### src/hw/rtl/psvb_pkg.sv
// Shared types and constants for the polyphonic sine voice bank.
// Holds the voice cell record, command and pipeline tag structs, the
// operation codes, the sine polynomial constants and the top-octave pitch table.
`timescale 1ns / 1ps
`default_nettype none

package psvb_pkg;

	typedef enum logic [1:0] {
		OP_NOTE_ON  = 2'd0,
		OP_NOTE_OFF = 2'd1,
		OP_TICK     = 2'd2
	} op_e_t;

	typedef enum logic [1:0] {
		ST_IDLE,
		ST_FEED,
		ST_DRAIN,
		ST_FINISH
	} state_t;

	// One voice as held in a cell of the chain.
	typedef struct packed {
		logic        valid;
		logic [6:0]  note;
		logic [6:0]  vel;
		logic [31:0] phase;
	} voice_t;

	// Command broadcast to every cell of the chain.
	typedef struct packed {
		logic       rot;
		logic       on;
		logic       off;
		logic [6:0] note;
		logic [6:0] vel;
	} cmd_t;

	// Tag that travels beside a voice through the sine pipeline.
	typedef struct packed {
		logic       live;
		logic       last;
		logic [6:0] vel;
	} tag_t;

	localparam logic [15:0] SIN_A = 16'd51472;
	localparam logic [14:0] SIN_B = 15'd21023;
	localparam logic [11:0] SIN_C = 12'd2320;

	localparam logic [15:0] X_ONE     = 16'h8000;
	localparam logic [15:0] S_MAX     = 16'd32767;

	// Frequencies of notes 120 to 131 in Hz, Q16.16.
	localparam logic [31:0] TOP_OCTAVE_Q16 [12] = '{
		32'd548668578, 32'd581294109, 32'd615859655, 32'd652480576,
		32'd691279090, 32'd732384684, 32'd775934544, 32'd822074013,
		32'd870957077, 32'd922746880, 32'd977616265, 32'd1035748353
	};

endpackage

`default_nettype wire

### src/hw/rtl/psvb_cell.sv
// One cell of the voice chain: holds a single voice and takes its
// neighbor's voice on a shift. Depends on psvb_pkg.
`timescale 1ns / 1ps
`default_nettype none

module psvb_cell (
	input  wire logic            clk,
	input  wire logic            arst_n,
	input  wire psvb_pkg::cmd_t  cmd,
	input  wire logic            prev_valid,
	input  wire logic            hit_in,
	input  wire psvb_pkg::voice_t nbr,
	output psvb_pkg::voice_t     cur,
	output logic                 hit_out
);
	import psvb_pkg::*;

	voice_t voice_q;
	logic   match;
	logic   load;
	logic   shift;

	// A note-off hit here or in an older cell moves this cell down.
	assign match   = voice_q.valid && (voice_q.note == cmd.note);
	assign hit_out = hit_in | match;
	assign load    = cmd.on && !voice_q.valid && prev_valid;
	assign shift   = cmd.rot || (cmd.off && hit_out);
	assign cur     = voice_q;

	always_ff @(posedge clk or negedge arst_n) begin
		if (!arst_n) begin
			voice_q <= '0;
		end else if (shift) begin
			voice_q <= nbr;
		end else if (load) begin
			voice_q.valid <= 1'b1;
			voice_q.note  <= cmd.note;
			voice_q.vel   <= cmd.vel;
			voice_q.phase <= '0;
		end
	end

endmodule

`default_nettype wire

### src/hw/rtl/psvb_sine.sv
// Five-stage pipelined Q15 sine from a phase angle index, using a
// truncated odd polynomial per quarter wave. Depends on psvb_pkg.
`timescale 1ns / 1ps
`default_nettype none

module psvb_sine #(
	parameter int SINE_TABLE_BITS = 10
) (
	input  wire logic                       clk,
	input  wire logic                       arst_n,
	input  wire psvb_pkg::tag_t             tag_in,
	input  wire logic [SINE_TABLE_BITS-1:0] angle,
	output psvb_pkg::tag_t                  tag_out,
	output logic signed [15:0]              sine
);
	import psvb_pkg::*;

	localparam int REST_W = SINE_TABLE_BITS - 2;
	localparam int SHIFT  = 15 - REST_W;

	logic [1:0]        quad;
	logic [REST_W-1:0] rest;
	logic [15:0]       x_raw;
	logic [15:0]       x_in;

	logic [15:0] x_s1, x_s2, x_s3, x_s4;
	logic [15:0] x2_s2, x2_s3;
	logic [11:0] t_s3;
	logic [14:0] u_s4;
	logic signed [15:0] sine_s5;
	logic neg_s1, neg_s2, neg_s3, neg_s4;
	tag_t tag_s1, tag_s2, tag_s3, tag_s4, tag_s5;

	logic [31:0] sq;
	logic [27:0] tc;
	logic [30:0] ub;
	logic [14:0] b_minus_t;
	logic [15:0] a_minus_u;
	logic [31:0] sa;
	logic [15:0] s_raw;
	logic [15:0] s_lim;

	assign quad  = angle[SINE_TABLE_BITS-1 -: 2];
	assign rest  = angle[REST_W-1:0];
	assign x_raw = 16'(rest) << SHIFT;
	assign x_in  = quad[0] ? (X_ONE - x_raw) : x_raw;

	assign sq        = 32'(x_s1) * 32'(x_s1);
	assign tc        = 28'(x2_s2) * 28'(SIN_C);
	assign b_minus_t = SIN_B - 15'(t_s3);
	assign ub        = 31'(x2_s3) * 31'(b_minus_t);
	assign a_minus_u = SIN_A - 16'(u_s4);
	assign sa        = 32'(x_s4) * 32'(a_minus_u);
	assign s_raw     = sa[30:15];
	assign s_lim     = (s_raw > S_MAX) ? S_MAX : s_raw;

	// Only the valid markers of the tags need a reset.
	always_ff @(posedge clk or negedge arst_n) begin
		if (!arst_n) begin
			tag_s1 <= '0;
			tag_s2 <= '0;
			tag_s3 <= '0;
			tag_s4 <= '0;
			tag_s5 <= '0;
		end else begin
			tag_s1 <= tag_in;
			tag_s2 <= tag_s1;
			tag_s3 <= tag_s2;
			tag_s4 <= tag_s3;
			tag_s5 <= tag_s4;
		end
	end

	always_ff @(posedge clk) begin
		x_s1    <= x_in;
		neg_s1  <= quad[1];
		x2_s2   <= sq[30:15];
		x_s2    <= x_s1;
		neg_s2  <= neg_s1;
		t_s3    <= tc[26:15];
		x2_s3   <= x2_s2;
		x_s3    <= x_s2;
		neg_s3  <= neg_s2;
		u_s4    <= ub[29:15];
		x_s4    <= x_s3;
		neg_s4  <= neg_s3;
		sine_s5 <= neg_s4 ? -$signed(s_lim) : $signed(s_lim);
	end

	assign tag_out = tag_s5;
	assign sine    = sine_s5;

endmodule

`default_nettype wire

### src/hw/rtl/polyphonic_sine_voice_bank.sv
// Top level of the polyphonic sine voice bank: voice cell chain, tick
// sequencer, shared sine pipeline and mixer. Depends on psvb_pkg,
// psvb_cell and psvb_sine.
`timescale 1ns / 1ps
`default_nettype none

// A user issues one item per start pulse while busy is low. Note-on and
// note-off take effect in the accepting cycle and keep busy low, so one can
// follow every cycle. A sample tick raises busy until its result is out: the
// voice chain rotates once through its VOICES cells, feeding one voice per
// cycle into the single shared sine and mix pipeline, which then drains
// through the sine stages, the loudness multiply and the accumulator. The
// next item is therefore taken only once busy has fallen again. The result
// appears for exactly one cycle with done high, and is taken at the edge that
// ends that cycle; it is not held, so the receiver must take it in that cycle.
// Note-on and note-off produce no result.
module polyphonic_sine_voice_bank #(
	parameter int VOICES          = 6,
	parameter int SINE_TABLE_BITS = 10,
	parameter int SAMPLE_RATE     = 48000
) (
	input  wire logic        clk,
	input  wire logic        arst_n,
	input  wire logic        start,
	output logic             busy,
	input  wire logic [1:0]  operation,
	input  wire logic [6:0]  note,
	input  wire logic [6:0]  velocity,
	output logic             done,
	output logic signed [15:0] sample,
	output logic             clipped
);
	import psvb_pkg::*;

	localparam int CNT_W = (VOICES > 1) ? $clog2(VOICES) : 1;
	// Largest possible magnitude of the mix sum plus a sign bit.
	localparam int ACC_W = $clog2(VOICES * 127 * 32767 + 1) + 1;

	// Phase increment for every MIDI note, worked out at elaboration.
	logic [31:0] inc_table [128];
	for (genvar n = 0; n < 128; n++) begin : g_inc
		localparam logic [63:0] NUM =
			((64'(TOP_OCTAVE_Q16[n % 12]) >> (10 - n / 12)) << 16)
			+ 64'(SAMPLE_RATE / 2);
		localparam logic [31:0] INC = 32'(NUM / 64'(SAMPLE_RATE));
		assign inc_table[n] = INC;
	end

	logic   accept;
	cmd_t   cmd;
	voice_t cells [VOICES];
	logic   hit   [VOICES+1];
	voice_t head_next;
	voice_t tail_in;

	state_t st_q, st_d;
	logic [CNT_W-1:0] feed_cnt_q;
	logic feeding;
	logic feed_last;
	logic finish;
	logic tick_start;

	tag_t tag_in;
	tag_t tag_o;
	logic signed [15:0] sine_o;
	tag_t tag_s6;
	logic signed [23:0] prod_s6;
	logic signed [ACC_W-1:0] acc_q;
	logic signed [ACC_W:0] rnd;
	logic signed [ACC_W:0] q;

	assign accept     = start && !busy;
	assign tick_start = accept && (operation == OP_TICK);

	// Commands reach every cell at once; the cells sort out who acts.
	always_comb begin
		cmd      = '0;
		cmd.rot  = feeding;
		cmd.note = note;
		cmd.vel  = velocity;
		if (accept) begin
			unique case (operation)
				OP_NOTE_ON:  cmd.on  = 1'b1;
				OP_NOTE_OFF: cmd.off = 1'b1;
				default:     ;
			endcase
		end
	end

	// During a tick the head voice wraps to the tail with its phase advanced.
	// On a note-off the freed tail slot fills with an empty voice.
	always_comb begin
		head_next = cells[0];
		if (cells[0].valid) begin
			head_next.phase = cells[0].phase + inc_table[cells[0].note];
		end
		tail_in = feeding ? head_next : '0;
	end

	assign hit[0] = 1'b0;

	for (genvar i = 0; i < VOICES; i++) begin : g_cell
		psvb_cell u_cell (
			.clk        (clk),
			.arst_n     (arst_n),
			.cmd        (cmd),
			.prev_valid ((i == 0) ? 1'b1 : cells[(i == 0) ? 0 : i-1].valid),
			.hit_in     (hit[i]),
			.nbr        ((i == VOICES-1) ? tail_in : cells[(i == VOICES-1) ? i : i+1]),
			.cur        (cells[i]),
			.hit_out    (hit[i+1])
		);
	end

	// Tick sequencer: feed the chain, wait for the pipeline, then finish.
	always_comb begin
		st_d = st_q;
		unique case (st_q)
			ST_IDLE:   if (tick_start) st_d = ST_FEED;
			ST_FEED:   if (feed_last) st_d = ST_DRAIN;
			ST_DRAIN:  if (tag_s6.last) st_d = ST_FINISH;
			ST_FINISH: st_d = ST_IDLE;
			default:   st_d = ST_IDLE;
		endcase
	end

	always_comb begin
		feeding = 1'b0;
		finish  = 1'b0;
		busy    = 1'b1;
		unique case (st_q)
			ST_IDLE:   busy    = 1'b0;
			ST_FEED:   feeding = 1'b1;
			ST_DRAIN:  ;
			ST_FINISH: finish  = 1'b1;
			default:   busy    = 1'b0;
		endcase
	end

	assign feed_last = feeding && (feed_cnt_q == CNT_W'(VOICES - 1));

	always_ff @(posedge clk or negedge arst_n) begin
		if (!arst_n) begin
			st_q       <= ST_IDLE;
			feed_cnt_q <= '0;
		end else begin
			st_q <= st_d;
			if (feeding) begin
				feed_cnt_q <= feed_last ? '0 : feed_cnt_q + 1'b1;
			end
		end
	end

	// Empty cells enter the pipeline with zero loudness.
	assign tag_in.live = feeding;
	assign tag_in.last = feed_last;
	assign tag_in.vel  = cells[0].valid ? cells[0].vel : 7'd0;

	psvb_sine #(
		.SINE_TABLE_BITS (SINE_TABLE_BITS)
	) u_sine (
		.clk     (clk),
		.arst_n  (arst_n),
		.tag_in  (tag_in),
		.angle   (cells[0].phase[31 -: SINE_TABLE_BITS]),
		.tag_out (tag_o),
		.sine    (sine_o)
	);

	// Loudness multiply, then accumulate.
	always_ff @(posedge clk or negedge arst_n) begin
		if (!arst_n) begin
			tag_s6 <= '0;
		end else begin
			tag_s6 <= tag_o;
		end
	end

	always_ff @(posedge clk) begin
		prod_s6 <= 24'($signed({1'b0, tag_o.vel})) * 24'(sine_o);
		if (tick_start) begin
			acc_q <= '0;
		end else if (tag_s6.live) begin
			acc_q <= acc_q + ACC_W'(prod_s6);
		end
	end

	// Scale by 1/256 with rounding half up, which is a floor after adding
	// half, then saturate to 16 bits.
	assign rnd = (ACC_W+1)'(acc_q) + (ACC_W+1)'(128);
	assign q   = rnd >>> 8;

	always_ff @(posedge clk or negedge arst_n) begin
		if (!arst_n) begin
			done <= 1'b0;
		end else begin
			done <= finish;
		end
	end

	always_ff @(posedge clk) begin
		if (finish) begin
			if (q > (ACC_W+1)'(32767)) begin
				sample  <= 16'sh7fff;
				clipped <= 1'b1;
			end else if (q < -(ACC_W+1)'(32768)) begin
				sample  <= -16'sh8000;
				clipped <= 1'b1;
			end else begin
				sample  <= q[15:0];
				clipped <= 1'b0;
			end
		end
	end

endmodule

`default_nettype wire
### config.mk
export PLATFORM = sky130hd
export DESIGN_NAME = polyphonic_sine_voice_bank
export DESIGN_NICKNAME = d
export VERILOG_FILES = /design/src/hw/rtl/psvb_pkg.sv /design/src/hw/rtl/psvb_cell.sv /design/src/hw/rtl/psvb_sine.sv /design/src/hw/rtl/polyphonic_sine_voice_bank.sv
export SDC_FILE = /design/constraint.sdc
export NUM_CORES = 2
export LEC_CHECK = 0
export BUFFER_PORTS_ARGS = -buffer_cell sky130_fd_sc_hd__buf_2
export CAP_MARGIN = 20
export CORE_MARGIN = 4
export CORE_UTILIZATION = 40
export CTS_CLUSTER_DIAMETER = 30
export DETAILED_ROUTE_END_ITERATION = 6
export REMOVE_ABC_BUFFERS = 1
export SYNTH_ARGS = -nofsm -noshare
export SYNTH_HDL_FRONTEND = slang
export SYNTH_SLANG_ARGS = --single-unit
export TNS_END_PERCENT = 10
### constraint.sdc
create_clock -name clk -period 7.61 [get_ports clk]
set_input_delay 2.283 -clock clk [delete_from_list [all_inputs] [get_ports clk]]
set_output_delay 2.283 -clock clk [all_outputs]
set_load 0.02 [all_outputs]
==> impl_results.md <==
* Layout Skew at 0.04314 ns
* Worst path max stage delay at 0.53 ns
* Tightest Hold Check Type: register to register
* Outcome: finished, final reports clean
* Fin area at 51820 um^2
* Layout Utilization at 46.82%
* Post-route setup slack at 0.1496 ns
* Ys async rst share at 65.05%
* Warnings, synthesis at 0
* I/O pins at 38
* Fmax at 134.0 MHz
* Fill cell count at 10.52k
* Adder-Cell Fraction of Synth Area at 29.21%
* Chip width at 341.7 um
* I/O Buffers at 37
* Congestion Overflow GR at 0
* Critical path capture point type: register
* Simple-gate share of the synthesized area at 16.84%
* CTS buffer count at 114
* Area of the multi-input gates at 29820 um^2
* First-pass GRT wire length at 185900 um
* Worst slew pin tran at 1.131 ns
* Post-synthesis cell type count at 93
* Cell Rows at 122
* Final setup fails at 0
* Antenna violations before repair at 1
* Fin crit period at 7.460 ns
* Worst r2r src: u_sine.u_s4[2]$_DFF_P_
* CTS tree: yes
* Layout cells sized above 1 at 10.93%
* Most frequent cells in the layout: 699 x nand2_1, 580 x inv_1, 409 x ha_1
* Period utilization at 98.03%
* Number of synthesized register bits at 515
* Total Power at 23.24 mW
* Pre-CTS setup slack at -0.6963 ns
* Largest family of logic cells by synthesized area: adder cells
* Hold Crit Start: u_sine.x_s3[15]$_DFF_P_
* Die Y at 341.7 um
* R2R setup slack at 0.15 ns
* Data required, critical path at 8.15 ns
* Final Hold Slack at 0.3192 ns
* Root Buffer: clkbuf_16
* Initial detailed-routing violation count at 2427
* H-tree levels at 3
* Final antenna-violating net count at 0
* Antenna Cells at 0
* Slew Viols, Final at 0
* Most common cell after layout, fill and taps aside: nand2_1
* Critical Path Slowest Stage Cell: fa_1
* Routed via count at 34.49k
* Global-route usage over all layers at 19.36%
* Initial core utilization at 40.25%
* Clk pin slew, worst setup/hold paths at 0.05 ns
* Routed Wire Length at 111700 um
* Skew-Pair Late Insertion Delay at 0.67 ns
* Synth Flop Type: dfrtp_1
* Via density at 5.189
* Router iterations before antenna repair at 6
* CTS Sinks at 515
* Post-synth EDFFs at 17
* Worst Path Arrival at 8.00 ns
* RSZ-0062 raised after global routing: true
* HPWL after DPL at 80350 um
* Relative slew margins at 24.62%
* Synth Area in Compound Gates at 12.04%
* Area growth syn-to-layout at 16.33%
* Wire per inst at 16.80 um
* Die ar. at 116800 um^2
* Critical path peak fanout at 3
* Largest net degree at the start of global routing at 143
* Max VDD drop at 0.3143 mV
* Post-route DRC at 0
* Max cap viols at 0
* Startpoint Class: register
* Register area at 12160 um^2
* Vias in the first global route at 35.62k
* Syn Inst Count at 4936
* Syn Std Cell Area at 44550 um^2
* Post-synthesis sequential area ratio at 27.29%
* Power Dens Cells at 448.5 nW/um^2
* Dpl cell area at 47180 um^2
* Post-synthesis mux area share at 3.519%
* Setup CP Type: register to register
* GP Congestion at 0.9415
* Leakage at 25.55 nW
* Final Hold Viols at 0
* Clock Tree Buf Depth at 3
* Xor/xnor cell area share of the yosys netlist at 4.146%
* Core ar. at 110700 um^2
* CP Launch Point: u_sine.u_s4[2]$_DFF_P_
* Post-Syn Area per Cell at 9.025 um^2
* Nets@finish at 5887
==> sequential cells by signal, indices dropped and copies added (netlist names), 12 cells and up <==
| signal | count |
|---|---|
| u_sine.u_s4 | 15 |
| u_sine.sine | 16 |
| prod_s6 | 24 |
| g_cell.u_cell.cur | 282 |
| u_sine.t_s3 | 12 |
| acc_q | 26 |
| u_sine.x2_s3 | 15 |
| sample | 16 |
| u_sine.x2_s2 | 15 |
==> kinds of logic (layout without fill, tap and decap cells) <==
| kind of cell | Yosys count | after routing |
|---|---|---|
| simple gates | 1578 | 1578 |
| fa+ha+maj | 809 | 809 |
| xor+xnor | 210 | 210 |
| buf+inv | 820 | 1033 |
| compound gates | 865 | 865 |
| other cells | 2 | 11 |
| mux | 137 | 137 |
| flops | 515 | 515 |
==> Yosys cell counts (12+ instances only) <==
cell / instances / area [um^2]
a21o_1: 40 / 300.3
inv_1: 586 / 2200
nand3_1: 90 / 450.4
clkbuf_1: 196 / 735.7
nand4_1: 20 / 125.1
or3_1: 12 / 75.07
xor2_1: 64 / 560.5
a211oi_1: 23 / 172.7
nor3_1: 52 / 260.3
o21bai_1: 19 / 142.6
o211ai_1: 25 / 187.7
nand2b_1: 78 / 488.0
nand2_1: 702 / 2635
and2_1: 248 / 1551
a31oi_1: 25 / 156.4
dfxtp_1: 163 / 3263
and3_1: 21 / 131.4
buf_1: 23 / 86.33
a222oi_1: 15 / 150.1
a21oi_1: 162 / 810.8
nor2b_1: 104 / 650.6
ha_1: 424 / 5305
xnor2_1: 145 / 1270
edfxtp_1: 17 / 510.5
o21a_1: 26 / 195.2
mux4_2: 15 / 337.8
o31ai_1: 23 / 172.7
dfrtp_1: 335 / 8383
mux2i_1: 115 / 1151
o21ai_0: 379 / 1897
fa_1: 385 / 7707
nor2_1: 200 / 750.7
==> critical path, delay by kind of cell, from the launching register on <==
| kind | cells | cell delay, ns |
|---|---|---|
| buffers and inverters | 10 | 0.86 |
| AOI/OAI and AO/OA | 6 | 1.14 |
| DFF | 1 | 0.33 |
| adders and majority gates | 8 | 3.37 |
| xor gates and xnor gates | 1 | 0.19 |
| and+or+nand+nor | 8 | 1.49 |
==> path summary, 6_finish.rpt <==
path | endpoint | cells after the start
max | u_sine.sine[10]$_DFF_P_ | 33
min | u_sine.x_s4[15]$_DFF_P_ | 0
max reg2reg | u_sine.sine[10]$_DFF_P_ | 33
min reg2reg | u_sine.x_s4[15]$_DFF_P_ | 0
max in group asynchronous | g_cell[1].u_cell.cur[5]$_DFFE_PN0P_ | 2
min in group asynchronous | g_cell[0].u_cell.cur[42]$_DFFE_PN0P_ | 1
==> area by class of cell <==
type	count	share of cell area, %
flip-flops and latches	515	23.47
multi-input cells	3610	57.54
clock buffers	138	6.031
well taps	1488	3.593
repair buffers	228	3.250
clock inverters	77	1.840
inverters	590	4.274
==> repair_timing <==
| action | in CTS | in global routing |
|---|---|---|
| hold buffers | 0 | 0 |
| resized for setup | 40 | 45 |
| pin swaps | 45 | 52 |
| setup endpoints to repair | 8 | 13 |
| setup buffers | 5 | 7 |
==> metal layers <==
metal / part of all wire (%) / global-route usage (%) / vias up
met2: 46 / 31.86 / 797
met1: 47 / 27.22 / 17031
met3: 4.9 / 2.532 / 156
met5: 0 / 0 / -
met4: 1.9 / 4.505 / 0
li1: - / - / 16504
==> per-stage QoR <==
stage	TNS (ns)	instances
floorplan	-192.08	4715
global route	-0.8468	6646
detailed placement	-3.059	6419
global placement	-2.335	6419
finish	0	6646
CTS	0	6639
==> power by group <==
group          leakage (nW)  internal (mW)  switching (mW)
Combinational          17.6           5.73            7.69
Sequential             5.95           3.79           0.962
Clock                  1.96           3.44            1.63
Total                  25.5           13.0            10.3
Power figures use the tool's default switching activity.
